<file path="config.mk">
export PLATFORM = sky130hd
export DESIGN_NAME = redo_log_transaction_manager_unit
export DESIGN_NICKNAME = d
export VERILOG_FILES = /design/src/rtl/rltm_pkg.sv /design/src/rtl/rltm_entry_table.sv /design/src/rtl/redo_log_transaction_manager_unit.sv
export SDC_FILE = /design/constraint.sdc
export NUM_CORES = 1
export LEC_CHECK = 0
export BUFFER_PORTS_ARGS = -buffer_cell sky130_fd_sc_hd__buf_2
export CAP_MARGIN = 20
export CORE_AREA = 2 2 326 199
export CTS_BUF_LIST = sky130_fd_sc_hd__clkbuf_8 sky130_fd_sc_hd__clkbuf_16
export CTS_CLUSTER_SIZE = 16
export DETAILED_ROUTE_END_ITERATION = 6
export DIE_AREA = 0 0 328 201
export PLACE_DENSITY = 0.77
export SLEW_MARGIN = 30
export SYNTH_ARGS = -nofsm -noshare
export SYNTH_HDL_FRONTEND = slang
export SYNTH_SLANG_ARGS = --single-unit
</file>
<file path="constraint.sdc">
create_clock -name clk -period 4.1 [get_ports clk]
set_input_delay 0.615 -clock clk [delete_from_list [all_inputs] [get_ports clk]]
set_output_delay 0.615 -clock clk [all_outputs]
set_load 0.02 [all_outputs]
</file>
<file path="src/rtl/rltm_pkg.sv">
// Package of constants and codes shared by the redo log transaction manager.
`timescale 1ns / 1ps
`default_nettype none
package rltm_pkg;
    localparam int LOG_ENTRIES_DEFAULT          = 16;
    localparam int BLOCKS_PER_OPERATION_DEFAULT = 4;

    localparam logic [31:0] LOG_START_RESET    = 32'd2;
    localparam logic [15:0] LOG_CAPACITY_RESET = 16'd17;

    localparam logic [0:0] CFG_LOG_START    = 1'b0;
    localparam logic [0:0] CFG_LOG_CAPACITY = 1'b1;

    localparam logic [1:0] OP_BEGIN = 2'd0;
    localparam logic [1:0] OP_END   = 2'd1;
    localparam logic [1:0] OP_WRITE = 2'd2;

    localparam logic [1:0] KIND_RESPONSE = 2'd0;
    localparam logic [1:0] KIND_COPY     = 2'd1;
    localparam logic [1:0] KIND_COUNT    = 2'd2;
    localparam logic [1:0] KIND_ENTRY    = 2'd3;

    localparam logic [2:0] ST_OK        = 3'd0;
    localparam logic [2:0] ST_WAIT      = 3'd1;
    localparam logic [2:0] ST_TOO_BIG   = 3'd2;
    localparam logic [2:0] ST_OUTSIDE   = 3'd3;
    localparam logic [2:0] ST_UNDERFLOW = 3'd4;
endpackage
`default_nettype wire

</file>
<file path="src/rtl/rltm_entry_table.sv">
// Entry table memory: one write port and one registered read port.
`timescale 1ns / 1ps
`default_nettype none
module rltm_entry_table
    import rltm_pkg::*;
#(
    parameter int LOG_ENTRIES = LOG_ENTRIES_DEFAULT,
    localparam int AW = (LOG_ENTRIES > 1) ? $clog2(LOG_ENTRIES) : 1
) (
    input  wire logic          clk,
    input  wire logic          wr_en,
    input  wire logic [AW-1:0] wr_addr,
    input  wire logic [31:0]   wr_data,
    input  wire logic          rd_en,
    input  wire logic [AW-1:0] rd_addr,
    output logic      [31:0]   rd_data
);
    logic [31:0] mem [LOG_ENTRIES];
    logic [31:0] rd_data_reg;

    always_ff @(posedge clk)
    begin
        if (wr_en)
        begin
            mem[wr_addr] <= wr_data;
        end
        if (rd_en)
        begin
            rd_data_reg <= mem[rd_addr];
        end
    end

    assign rd_data = rd_data_reg;
endmodule
`default_nettype wire

</file>
<file path="src/rtl/redo_log_transaction_manager_unit.sv">
// Top level of the redo log transaction manager with group commit.
//
// Channel | Direction | Handshake              | Payload
// in      | in        | in_valid / in_ready    | opcode, block_number
// out     | out       | out_valid / out_ready  | kind, status, source_block, target_block,
//         |           |                        | entry_index, entry_value, last
// cfg     | in        | cfg_valid / cfg_ready  | cfg_index, cfg_data
//
// One request is handled at a time. A log write scans the table entries in turn: each
// entry is read from the table memory in one state and compared with the block in the
// next. A commit run reads the table once for each copy or entry result it emits.
// Reset is asynchronous and clears the counts, the configuration and the output valid
// flag; the table needs no clearing. A stalled output holds the sequencer in place.
`timescale 1ns / 1ps
`default_nettype none
module redo_log_transaction_manager_unit
    import rltm_pkg::*;
#(
    parameter int LOG_ENTRIES          = LOG_ENTRIES_DEFAULT,
    parameter int BLOCKS_PER_OPERATION = BLOCKS_PER_OPERATION_DEFAULT
) (
    input  wire logic        clk,
    input  wire logic        rst_n,
    input  wire logic        in_valid,
    output logic             in_ready,
    input  wire logic [1:0]  opcode,
    input  wire logic [31:0] block_number,
    output logic             out_valid,
    input  wire logic        out_ready,
    output logic [1:0]       kind,
    output logic [2:0]       status,
    output logic [31:0]      source_block,
    output logic [31:0]      target_block,
    output logic [3:0]       entry_index,
    output logic [31:0]      entry_value,
    output logic             last,
    input  wire logic        cfg_valid,
    output logic             cfg_ready,
    input  wire logic [0:0]  cfg_index,
    input  wire logic [31:0] cfg_data
);
    localparam int AW = (LOG_ENTRIES > 1) ? $clog2(LOG_ENTRIES) : 1;
    localparam int CW = $clog2(LOG_ENTRIES + 1);
    localparam int OW = $clog2(LOG_ENTRIES + 2);
    localparam int NW = CW + OW + 6;

    typedef enum logic [2:0] {
        S_IDLE, S_SCAN_RD, S_SCAN_CMP, S_RUN_RD, S_RUN_EMIT, S_HDR, S_RESP
    } state_t;

    typedef enum logic [2:0] {
        PH_LOG, PH_CNT, PH_ENT, PH_HOME, PH_CLR
    } phase_t;

    state_t        state_reg, state_next;
    phase_t        phase_reg, phase_next;
    logic [CW-1:0] count_reg, count_next;
    logic [OW-1:0] open_reg, open_next;
    logic [AW-1:0] idx_reg, idx_next;
    logic [31:0]   blk_reg, blk_next;
    logic [2:0]    resp_reg, resp_next;
    logic [31:0]   log_start_reg;
    logic [15:0]   log_capacity_reg;

    logic          out_valid_reg, out_valid_next;
    logic [1:0]    kind_reg, kind_next;
    logic [2:0]    status_reg, status_next;
    logic [31:0]   src_reg, src_next;
    logic [31:0]   dst_reg, dst_next;
    logic [3:0]    eidx_reg, eidx_next;
    logic [31:0]   eval_reg, eval_next;
    logic          last_reg, last_next;

    logic          wr_en;
    logic [AW-1:0] wr_addr;
    logic          rd_en;
    logic [31:0]   rd_data;
    logic          out_free;
    logic          idx_last;
    logic [NW-1:0] need;
    logic          log_full;
    logic [31:0]   log_slot;

    rltm_entry_table #(
        .LOG_ENTRIES(LOG_ENTRIES)
    ) u_table (
        .clk     (clk),
        .wr_en   (wr_en),
        .wr_addr (wr_addr),
        .wr_data (blk_reg),
        .rd_en   (rd_en),
        .rd_addr (idx_reg),
        .rd_data (rd_data)
    );

    assign out_free = !out_valid_reg || out_ready;
    assign idx_last = (CW'(idx_reg) + CW'(1)) == count_reg;
    assign need     = NW'(count_reg) + (NW'(open_reg) + NW'(1)) * NW'(BLOCKS_PER_OPERATION);
    assign log_full = (count_reg >= CW'(LOG_ENTRIES))
                   || ((17'(count_reg) + 17'd1) >= 17'(log_capacity_reg));
    assign log_slot = log_start_reg + 32'(idx_reg) + 32'd1;
    assign wr_addr  = count_reg[AW-1:0];
    assign rd_en    = (state_reg == S_SCAN_RD) || (state_reg == S_RUN_RD);

    always_comb
    begin
        state_next     = state_reg;
        phase_next     = phase_reg;
        count_next     = count_reg;
        open_next      = open_reg;
        idx_next       = idx_reg;
        blk_next       = blk_reg;
        resp_next      = resp_reg;
        out_valid_next = out_valid_reg && !out_ready;
        kind_next      = kind_reg;
        status_next    = status_reg;
        src_next       = src_reg;
        dst_next       = dst_reg;
        eidx_next      = eidx_reg;
        eval_next      = eval_reg;
        last_next      = last_reg;
        wr_en          = 1'b0;
        case (state_reg)
            S_IDLE:
            begin
                if (in_valid)
                begin
                    blk_next   = block_number;
                    resp_next  = ST_OK;
                    idx_next   = '0;
                    state_next = S_RESP;
                    case (opcode)
                        OP_BEGIN:
                        begin
                            if (need > NW'(LOG_ENTRIES))
                            begin
                                resp_next = ST_WAIT;
                            end
                            else
                            begin
                                open_next = open_reg + OW'(1);
                            end
                        end
                        OP_END:
                        begin
                            if (open_reg == '0)
                            begin
                                resp_next = ST_UNDERFLOW;
                            end
                            else
                            begin
                                open_next = open_reg - OW'(1);
                                if (open_reg == OW'(1) && count_reg != '0)
                                begin
                                    phase_next = PH_LOG;
                                    state_next = S_RUN_RD;
                                end
                            end
                        end
                        OP_WRITE:
                        begin
                            if (log_full)
                            begin
                                resp_next = ST_TOO_BIG;
                            end
                            else if (open_reg == '0)
                            begin
                                resp_next = ST_OUTSIDE;
                            end
                            else if (count_reg != '0)
                            begin
                                state_next = S_SCAN_RD;
                            end
                            else
                            begin
                                state_next = S_SCAN_CMP;
                            end
                        end
                        default:
                        begin
                            resp_next = ST_OK;
                        end
                    endcase
                end
            end
            S_SCAN_RD:
            begin
                state_next = S_SCAN_CMP;
            end
            S_SCAN_CMP:
            begin
                if (count_reg == '0)
                begin
                    wr_en      = 1'b1;
                    count_next = count_reg + CW'(1);
                    state_next = S_RESP;
                end
                else if (rd_data == blk_reg)
                begin
                    state_next = S_RESP;
                end
                else if (idx_last)
                begin
                    wr_en      = 1'b1;
                    count_next = count_reg + CW'(1);
                    state_next = S_RESP;
                end
                else
                begin
                    idx_next   = idx_reg + AW'(1);
                    state_next = S_SCAN_RD;
                end
            end
            S_RUN_RD:
            begin
                state_next = S_RUN_EMIT;
            end
            S_RUN_EMIT:
            begin
                if (out_free)
                begin
                    out_valid_next = 1'b1;
                    status_next    = ST_OK;
                    last_next      = 1'b0;
                    eidx_next      = '0;
                    eval_next      = '0;
                    src_next       = '0;
                    dst_next       = '0;
                    case (phase_reg)
                        PH_LOG:
                        begin
                            kind_next = KIND_COPY;
                            src_next  = rd_data;
                            dst_next  = log_slot;
                        end
                        PH_ENT:
                        begin
                            kind_next = KIND_ENTRY;
                            dst_next  = log_start_reg;
                            eidx_next = 4'(idx_reg);
                            eval_next = rd_data;
                        end
                        default:
                        begin
                            kind_next = KIND_COPY;
                            src_next  = log_slot;
                            dst_next  = rd_data;
                        end
                    endcase
                    if (!idx_last)
                    begin
                        idx_next   = idx_reg + AW'(1);
                        state_next = S_RUN_RD;
                    end
                    else
                    begin
                        idx_next = '0;
                        case (phase_reg)
                            PH_LOG:
                            begin
                                phase_next = PH_CNT;
                                state_next = S_HDR;
                            end
                            PH_ENT:
                            begin
                                phase_next = PH_HOME;
                                state_next = S_RUN_RD;
                            end
                            default:
                            begin
                                phase_next = PH_CLR;
                                state_next = S_HDR;
                            end
                        endcase
                    end
                end
            end
            S_HDR:
            begin
                if (out_free)
                begin
                    out_valid_next = 1'b1;
                    kind_next      = KIND_COUNT;
                    status_next    = ST_OK;
                    src_next       = '0;
                    dst_next       = log_start_reg;
                    eidx_next      = '0;
                    last_next      = 1'b0;
                    idx_next       = '0;
                    if (phase_reg == PH_CNT)
                    begin
                        eval_next  = 32'(count_reg);
                        phase_next = PH_ENT;
                        state_next = S_RUN_RD;
                    end
                    else
                    begin
                        eval_next  = '0;
                        count_next = '0;
                        state_next = S_RESP;
                    end
                end
            end
            S_RESP:
            begin
                if (out_free)
                begin
                    out_valid_next = 1'b1;
                    kind_next      = KIND_RESPONSE;
                    status_next    = resp_reg;
                    src_next       = '0;
                    dst_next       = '0;
                    eidx_next      = '0;
                    eval_next      = '0;
                    last_next      = 1'b1;
                    state_next     = S_IDLE;
                end
            end
            default:
            begin
                state_next = S_IDLE;
            end
        endcase
    end

    always_ff @(posedge clk or negedge rst_n)
    begin
        if (!rst_n)
        begin
            state_reg        <= S_IDLE;
            phase_reg        <= PH_LOG;
            count_reg        <= '0;
            open_reg         <= '0;
            idx_reg          <= '0;
            resp_reg         <= ST_OK;
            out_valid_reg    <= 1'b0;
            log_start_reg    <= LOG_START_RESET;
            log_capacity_reg <= LOG_CAPACITY_RESET;
        end
        else
        begin
            state_reg     <= state_next;
            phase_reg     <= phase_next;
            count_reg     <= count_next;
            open_reg      <= open_next;
            idx_reg       <= idx_next;
            resp_reg      <= resp_next;
            out_valid_reg <= out_valid_next;
            if (cfg_valid)
            begin
                if (cfg_index == CFG_LOG_START)
                begin
                    log_start_reg <= cfg_data;
                end
                else if (cfg_index == CFG_LOG_CAPACITY)
                begin
                    log_capacity_reg <= cfg_data[15:0];
                end
            end
        end
    end

    always_ff @(posedge clk)
    begin
        blk_reg    <= blk_next;
        kind_reg   <= kind_next;
        status_reg <= status_next;
        src_reg    <= src_next;
        dst_reg    <= dst_next;
        eidx_reg   <= eidx_next;
        eval_reg   <= eval_next;
        last_reg   <= last_next;
    end

    assign in_ready     = (state_reg == S_IDLE);
    assign cfg_ready    = 1'b1;
    assign out_valid    = out_valid_reg;
    assign kind         = kind_reg;
    assign status       = status_reg;
    assign source_block = src_reg;
    assign target_block = dst_reg;
    assign entry_index  = eidx_reg;
    assign entry_value  = eval_reg;
    assign last         = last_reg;
endmodule
`default_nettype wire

</file>
Word-level counts from Yosys, hierarchy flattened
Memory sizes are Yosys's and may differ from the RTL's. A register that Yosys moved wholly into a read port is not among the register bits.
Index checks and enable logic that the tools add are counted.
{ "word_totals": {"mem_bits_ro": 0, "n_memories": 1, "out_inout_bits": 109, "inputBits": 72, "regBits": 210, "latchBits": 0, "ram_bits": 512, "elab_cells": 181} }
{ "op_classes": {"n_reduce_logical": 34, "eq_ne": 32, "magnitude_cmp": 3, "div": 0, "n_mul": 0, "n_mux": 83, "add_sub_neg": 10, "n_shift": 0, "bitwise_logic": 1} }
{ "mem_list": {"columns": ["memory", "words", "width", "rd", "rd_clocked_by_memory_dff", "write_ports", "line_no", "source"], "rows": [
  ["u_table.mem", 16, 32, 1, 1, 1, "rltm_entry_table.sv:18", "logic [31:0] mem [LOG_ENTRIES];"]
]} }
{ "op_table": {"columns": ["operator", "n"], "rows": [
  ["2-to-1 mux 32 bit", 7],
  ["case mux 32 bit (2 select lines)", 3],
  ["case mux 32 bit (3 select lines)", 2],
  ["2-to-1 mux 3 bit", 24],
  ["2-to-1 mux 5 bit", 8],
  ["2-to-1 mux 4 bit", 9],
  ["adder 32 x 1 -> 32 bit, second input constant", 1],
  ["adder 32 x 4 -> 32 bit", 1],
  ["== test 32 bit", 1],
  ["inequality test 2 bit, second input constant", 13],
  ["case mux 3 bit (7 select lines)", 1],
  ["case mux 5 bit (2 select lines)", 2],
  ["case mux 3 bit (2 select lines)", 3],
  ["case mux 3 bit (3 select lines)", 2],
  [">= comparator 6 x 16 -> 1 bit", 1],
  ["case mux 4 bit (4 select lines)", 1],
  ["2-to-1 mux 2 bit", 7],
  ["adder 5 x 1 -> 6 bit, second input constant", 2],
  ["2-to-1 mux 1 bit", 11],
  ["adder 5 x 1 -> 5 bit, second input constant", 2],
  ["zero test 5 bit", 2],
  ["AND reduction 5 bit", 2],
  ["adder 5 x 8 -> 9 bit", 1],
  ["== test 3 x 2 -> 1 bit, second input constant", 3],
  ["other kinds (33)", 54]
]} }

Logic depth before layout (Yosys ltp)
{ "logic_depth": {"word_depth": 8, "ltp_mapped": 13, "mapped_depth_nobuf": 10} }

By module
Synthesis repeated with hierarchy kept, for this count alone.
{ "hier_totals": {"hier_cells": 1750, "area_unflattened_um2": 30693.2} }
{ "modules_own_cells": {"columns": ["module", "instances", "cells_each", "area_per_inst_um2", "seq_area_each_um2"], "rows": [
  ["rltm_entry_table", 1, 838, 20155.6, 16335.7],
  ["redo_log_transaction_manager_unit", 1, 912, 10537.6, 5949.5]
]} }

Worst setup path after synthesis
OpenSTA, ideal clock, no wires.
{ "synth_path": {"path_kind": "flip-flop to flip-flop", "startpoint": "register idx_reg[1]", "endpoint": "memory u_table.mem[0][0] (enable)", "path_stages_with_launch": 9, "required_time_ps": 3675, "slack_ps": 287, "period_less_slack_ps": 3813, "setup_ps": 425, "arrival_time_ps": 3389, "n_path_buf": 1, "cell_sequence": "dfrtp_1 > ha_1 > o21ba_2 > a221oi_2 > o211a_4 > o21ai_2 > a21oi_4 > buf_4 > nor2b_1"} }
{ "synth_between": {"elab_chain_cells": 8} }
{ "synth_lines": {"columns": ["item", "line_no", "source"], "rows": [
  ["from (decl)", "redo_log_transaction_manager_unit.sv:59", "logic [AW-1:0] idx_reg, idx_next;"],
  ["from (signal assigned)", "redo_log_transaction_manager_unit.sv:346", "idx_reg <= idx_next;"],
  ["adder 4 x 1 -> 5 bit", "redo_log_transaction_manager_unit.sv:97", "assign idx_last = (CW'(idx_reg) + CW'(1)) == count_reg;"],
  ["== test 5 bit", "redo_log_transaction_manager_unit.sv:97", null],
  ["2-to-1 mux 1 bit", "redo_log_transaction_manager_unit.sv:202", "else if (idx_last)"],
  ["2-to-1 mux 1 bit", "redo_log_transaction_manager_unit.sv:198", "else if (rd_data == blk_reg)"],
  ["2-to-1 mux 1 bit", "redo_log_transaction_manager_unit.sv:192", "if (count_reg == '0)"],
  ["2-to-1 mux 1 bit", "redo_log_transaction_manager_unit.sv:123", "case (state_reg)"],
  ["2-to-1 mux 1 bit", "rltm_entry_table.sv:23", "if (wr_en)"],
  ["2-to-1 mux 1 bit (implied by the code)", "rltm_entry_table.sv:25", "mem[wr_addr] <= wr_data;"],
  ["to (decl)", "rltm_entry_table.sv:18", null]
]} }
Every way passes these cells.

Worst setup path in the final report
{ "layout_path": {"startpoint": "register idx_reg[1]", "endpoint": "register dst_reg[24] (netlist: target_block[24]) (data pin)"} }
{ "layout_between": {"elab_chain_cells": 5} }
{ "layout_lines": {"columns": ["item", "line_no", "source"], "rows": [
  ["adder 32 x 4 -> 32 bit", "redo_log_transaction_manager_unit.sv:101", "assign log_slot = log_start_reg + 32'(idx_reg) + 32'd1;"],
  ["adder 32 x 1 -> 32 bit", "redo_log_transaction_manager_unit.sv:101", null],
  ["case mux 32 bit (2 select lines)", "redo_log_transaction_manager_unit.sv:229", "case (phase_reg)"],
  ["2-to-1 mux 32 bit", "redo_log_transaction_manager_unit.sv:220", "if (out_free)"],
  ["case mux 32 bit (3 select lines)", "redo_log_transaction_manager_unit.sv:123", null],
  ["named net dst_next[24]", "redo_log_transaction_manager_unit.sv:69", "logic [31:0] dst_reg, dst_next;"],
  ["to (signal assigned)", "redo_log_transaction_manager_unit.sv:369", "dst_reg <= dst_next;"],
  ["to (decl)", "redo_log_transaction_manager_unit.sv:69", null]
]} }
The timed path passes the listed nets, and every way through them passes these cells. The select of a mux whose other input is x is not followed.
A chain may end at the register's enable or synchronous reset.

==> results.cfg <==
[sta]
fin_setup_tns_ns = 0
worst_slew_pin_slew_ns = 0.957
rsz0062_at_grt = no
fmax_mhz = 275
min_period_ns = 3.64
fin_ws_ns = 0.457
skew_ns = 0.0340
hold_viol = 0
slew_violations = 0
hold_slack_ns = 0.148
relSlewSlack = 0.362
setup_viol = 0
fin_crit_sh = 0.889

[yosys]
syn-cell-area_um2 = 31100
synth_cells = 1694
syn_nets = 1794
ys_types = 81
ys_ff_latch = 754
seq_area_frac_synth = 0.716
postSynthAreaPerCell_um2 = 18.4
synthArstFlopShare = 0.0955
ys.flop_type = edfxtp_1
yosysWarnings = 0
synth-edff-count = 682

[clock_network]
clockBufferDepth = 3
h-tree-depth = 2
root_buffer = clkbuf_16
clock-sinks = 754
numCtsBuffers = 61
clk_latency_ns = 0.64
cts_tree = done
cts_resized = 0
clk_pin_slew_ns = 0.07

[power]
p_clk_frac = 0.264
combinationalPowerShare = 0.257
leakagePower_nw = 11.8
p_sw_frac = 0.322
power.internal_mw = 14.8
pwr_density_cell_nw_per_um2 = 622
ir_drop_uv = 372
switchingPower_mw = 7.04
power_mw = 21.9
pwr-share-seq = 0.479

[worst_setup_path]
cp_max_fo = 59
cp.required_ns = 4.47
critPathLaunchType = flop
critPathKind = reg2reg
reg2reg_depth = 9
critPathCaptureType = flop
critical_path_arrival_ns = 4.01

[floorplan]
core-area_um2 = 63300
ios = 181
rows = 72
start_util = 0.491
dieArea_um2 = 65900
die_x_um = 328
die_height_um = 201

[global_routing]
grt_usage = 0.240
grt_max_degree = 73
grt_pass1_vias = 17300
grt_pass1_wl_mm = 115
overflow = 0
antenna_found_initial = 4

[place]
dpl.hpwl_mm = 50.4
pre_cts_slack_ns = 0.528
gp_congestion = 0.949
numPortBuffers = 179
place_inst = 2685
place_area_um2 = 33200

[detailed_routing]
drt_iter0_drc = 2508
avgViaCountPerCell = 6.27
detail_route.wl_per_cell_um = 28.1
vias = 17600
totalWireLength_mm = 78.7
dr.pass1.iters = 6
drc = 0
ant_nets = 0

[run_status]
status = finished, final reports clean

[worst_hold_path]
holdPathStages = 1
hold_path.class = in2reg

[layout]
fillerInstances = 4757
largest_reg_flops = 512
area_delta_synth_final_pct = 13.1
nets = 1998
utilization = 0.555
design_area_um2 = 35200
top_register = u_table.mem
fin_cells = 2800
drive_gt1_frac = 0.297

[flow_run]
maxCapViolCount = 0
==> cell usage after synthesis (9+ instances only) <==
cell / n / area (um2)
edfxtp_1: 682 / 20500
mux4_2: 160 / 3600
dfrtp_1: 69 / 1730
nand2_1: 68 / 255
clkbuf_1: 49 / 184
o21ai_0: 44 / 220
mux2_2: 43 / 484
xor2_1: 40 / 350
and2_1: 39 / 244
nor2_1: 39 / 146
xnor2_1: 37 / 324
inv_1: 30 / 113
a21oi_1: 27 / 135
a22o_1: 27 / 236
buf_2: 27 / 135
and3_1: 26 / 163
ha_1: 26 / 325
nand3_1: 23 / 115
o211ai_1: 19 / 143
nor3_1: 17 / 85.1
nor4_1: 16 / 100
o311ai_1: 12 / 105
a22oi_1: 10 / 75.1
buf_1: 10 / 37.5
nor2b_1: 9 / 56.3
==> layer usage <==
| layer | vias to the layer above | track usage | part of all wire |
|---|---|---|---|
| met2 | 1055 | 0.333 | 0.43 |
| li1 | 7240 | - | - |
| met5 | - | 0 | 0.00020 |
| met4 | 4 | 0.0495 | 0.020 |
| met3 | 121 | 0.0776 | 0.13 |
| met1 | 9130 | 0.371 | 0.42 |
==> layout by cell type, fill, tap and decap left out, types with 7 or more instances in the layout <==
| master | count |
|---|---|
| buf_2 | 178 |
| and2_1 | 39 |
| clkinv_2 | 16 |
| o21ai_0 | 44 |
| nand3_1 | 23 |
| nand2b_1 | 8 |
| clkbuf_16 | 61 |
| edfxtp_1 | 682 |
| a22o_1 | 27 |
| a21oi_1 | 27 |
| buf_4 | 51 |
| a31oi_1 | 7 |
| mux4_2 | 160 |
| mux2_2 | 43 |
| clkinv_1 | 11 |
| xnor2_1 | 37 |
| nor4_1 | 15 |
| nand3b_1 | 7 |
| o2111ai_1 | 8 |
| a211oi_1 | 7 |
| dfrtp_1 | 65 |
| o211ai_1 | 19 |
| xor2_1 | 40 |
| nor2_1 | 38 |
| inv_1 | 43 |
| nand2_1 | 68 |
| nor3_1 | 17 |
| a22oi_1 | 10 |
| o311ai_1 | 12 |
| and3_1 | 9 |
| nand4_1 | 7 |
| and3_4 | 14 |
| ha_1 | 26 |
==> layout make-up <==
cell class              instances  area, um2  share of cell area
diodes                          1       2.50           0.0000712
multi-input cells             814       8390               0.239
clock inverters                50        377              0.0107
inverters                      32        120             0.00342
flip-flops and latches        754      22300               0.634
repair buffers                235       1370              0.0389
clock buffers                  63       1550              0.0442
well taps                     851       1060              0.0303
==> repair_timing <==
action | CTS | global route
hold buffers | 1 | 0
hold endpoints to repair | 36 | 0
setup buffers | 0 | 0
==> critical path, stage by stage, from the launching register on <==
cell and delay (ns):
dfrtp_4 0.42, buf_4 0.66, inv_1 0.23, fa_1 0.52, nor2b_1 0.17, o21a_1 0.36, o2111a_2 0.41, nand3_1 0.19
o211ai_1 0.24, o311ai_1 0.14
==> kinds of logic (layout without fill, tap and decap cells) <==
group / count (synthesis) / after routing / share of synthesized area
compound gates: 213 / 213 / 0.0501
xor+xnor: 77 / 77 / 0.0217
fa+ha+maj: 28 / 28 / 0.0117
buf+inv: 126 / 380 / 0.0172
flops: 754 / 754 / 0.716
mux: 209 / 209 / 0.133
other cells: 1 / 2 / 0.000121
simple gates: 286 / 286 / 0.0494
==> power groups by stage <==
stage                     logic, mW  clock network, mW  registers, mW
after floorplan                3.33                  0           10.7
after global placement         5.40                  0           10.6
after detailed placement       5.51                  0           10.6
after CTS                      5.55               5.82           10.5
after global routing           5.99               6.11           10.5
final                          5.63               5.78           10.5
==> final timing paths <==
kind / start / endpoint / slack (ns)
setup / recovery: idx_reg[1] / target_block[24] / 0.46
hold / removal: block_number[2] / blk_reg[2] / 0.15
setup reg to reg: idx_reg[1] / target_block[24] / 0.46
hold reg to reg: resp_reg[2] / resp_reg[2] / 0.48
max in group asynchronous: rst_n / log_capacity_reg[0] / 2.63
min in group asynchronous: rst_n / log_start_reg[27] / 0.53
Power figures use the tool's default switching activity.
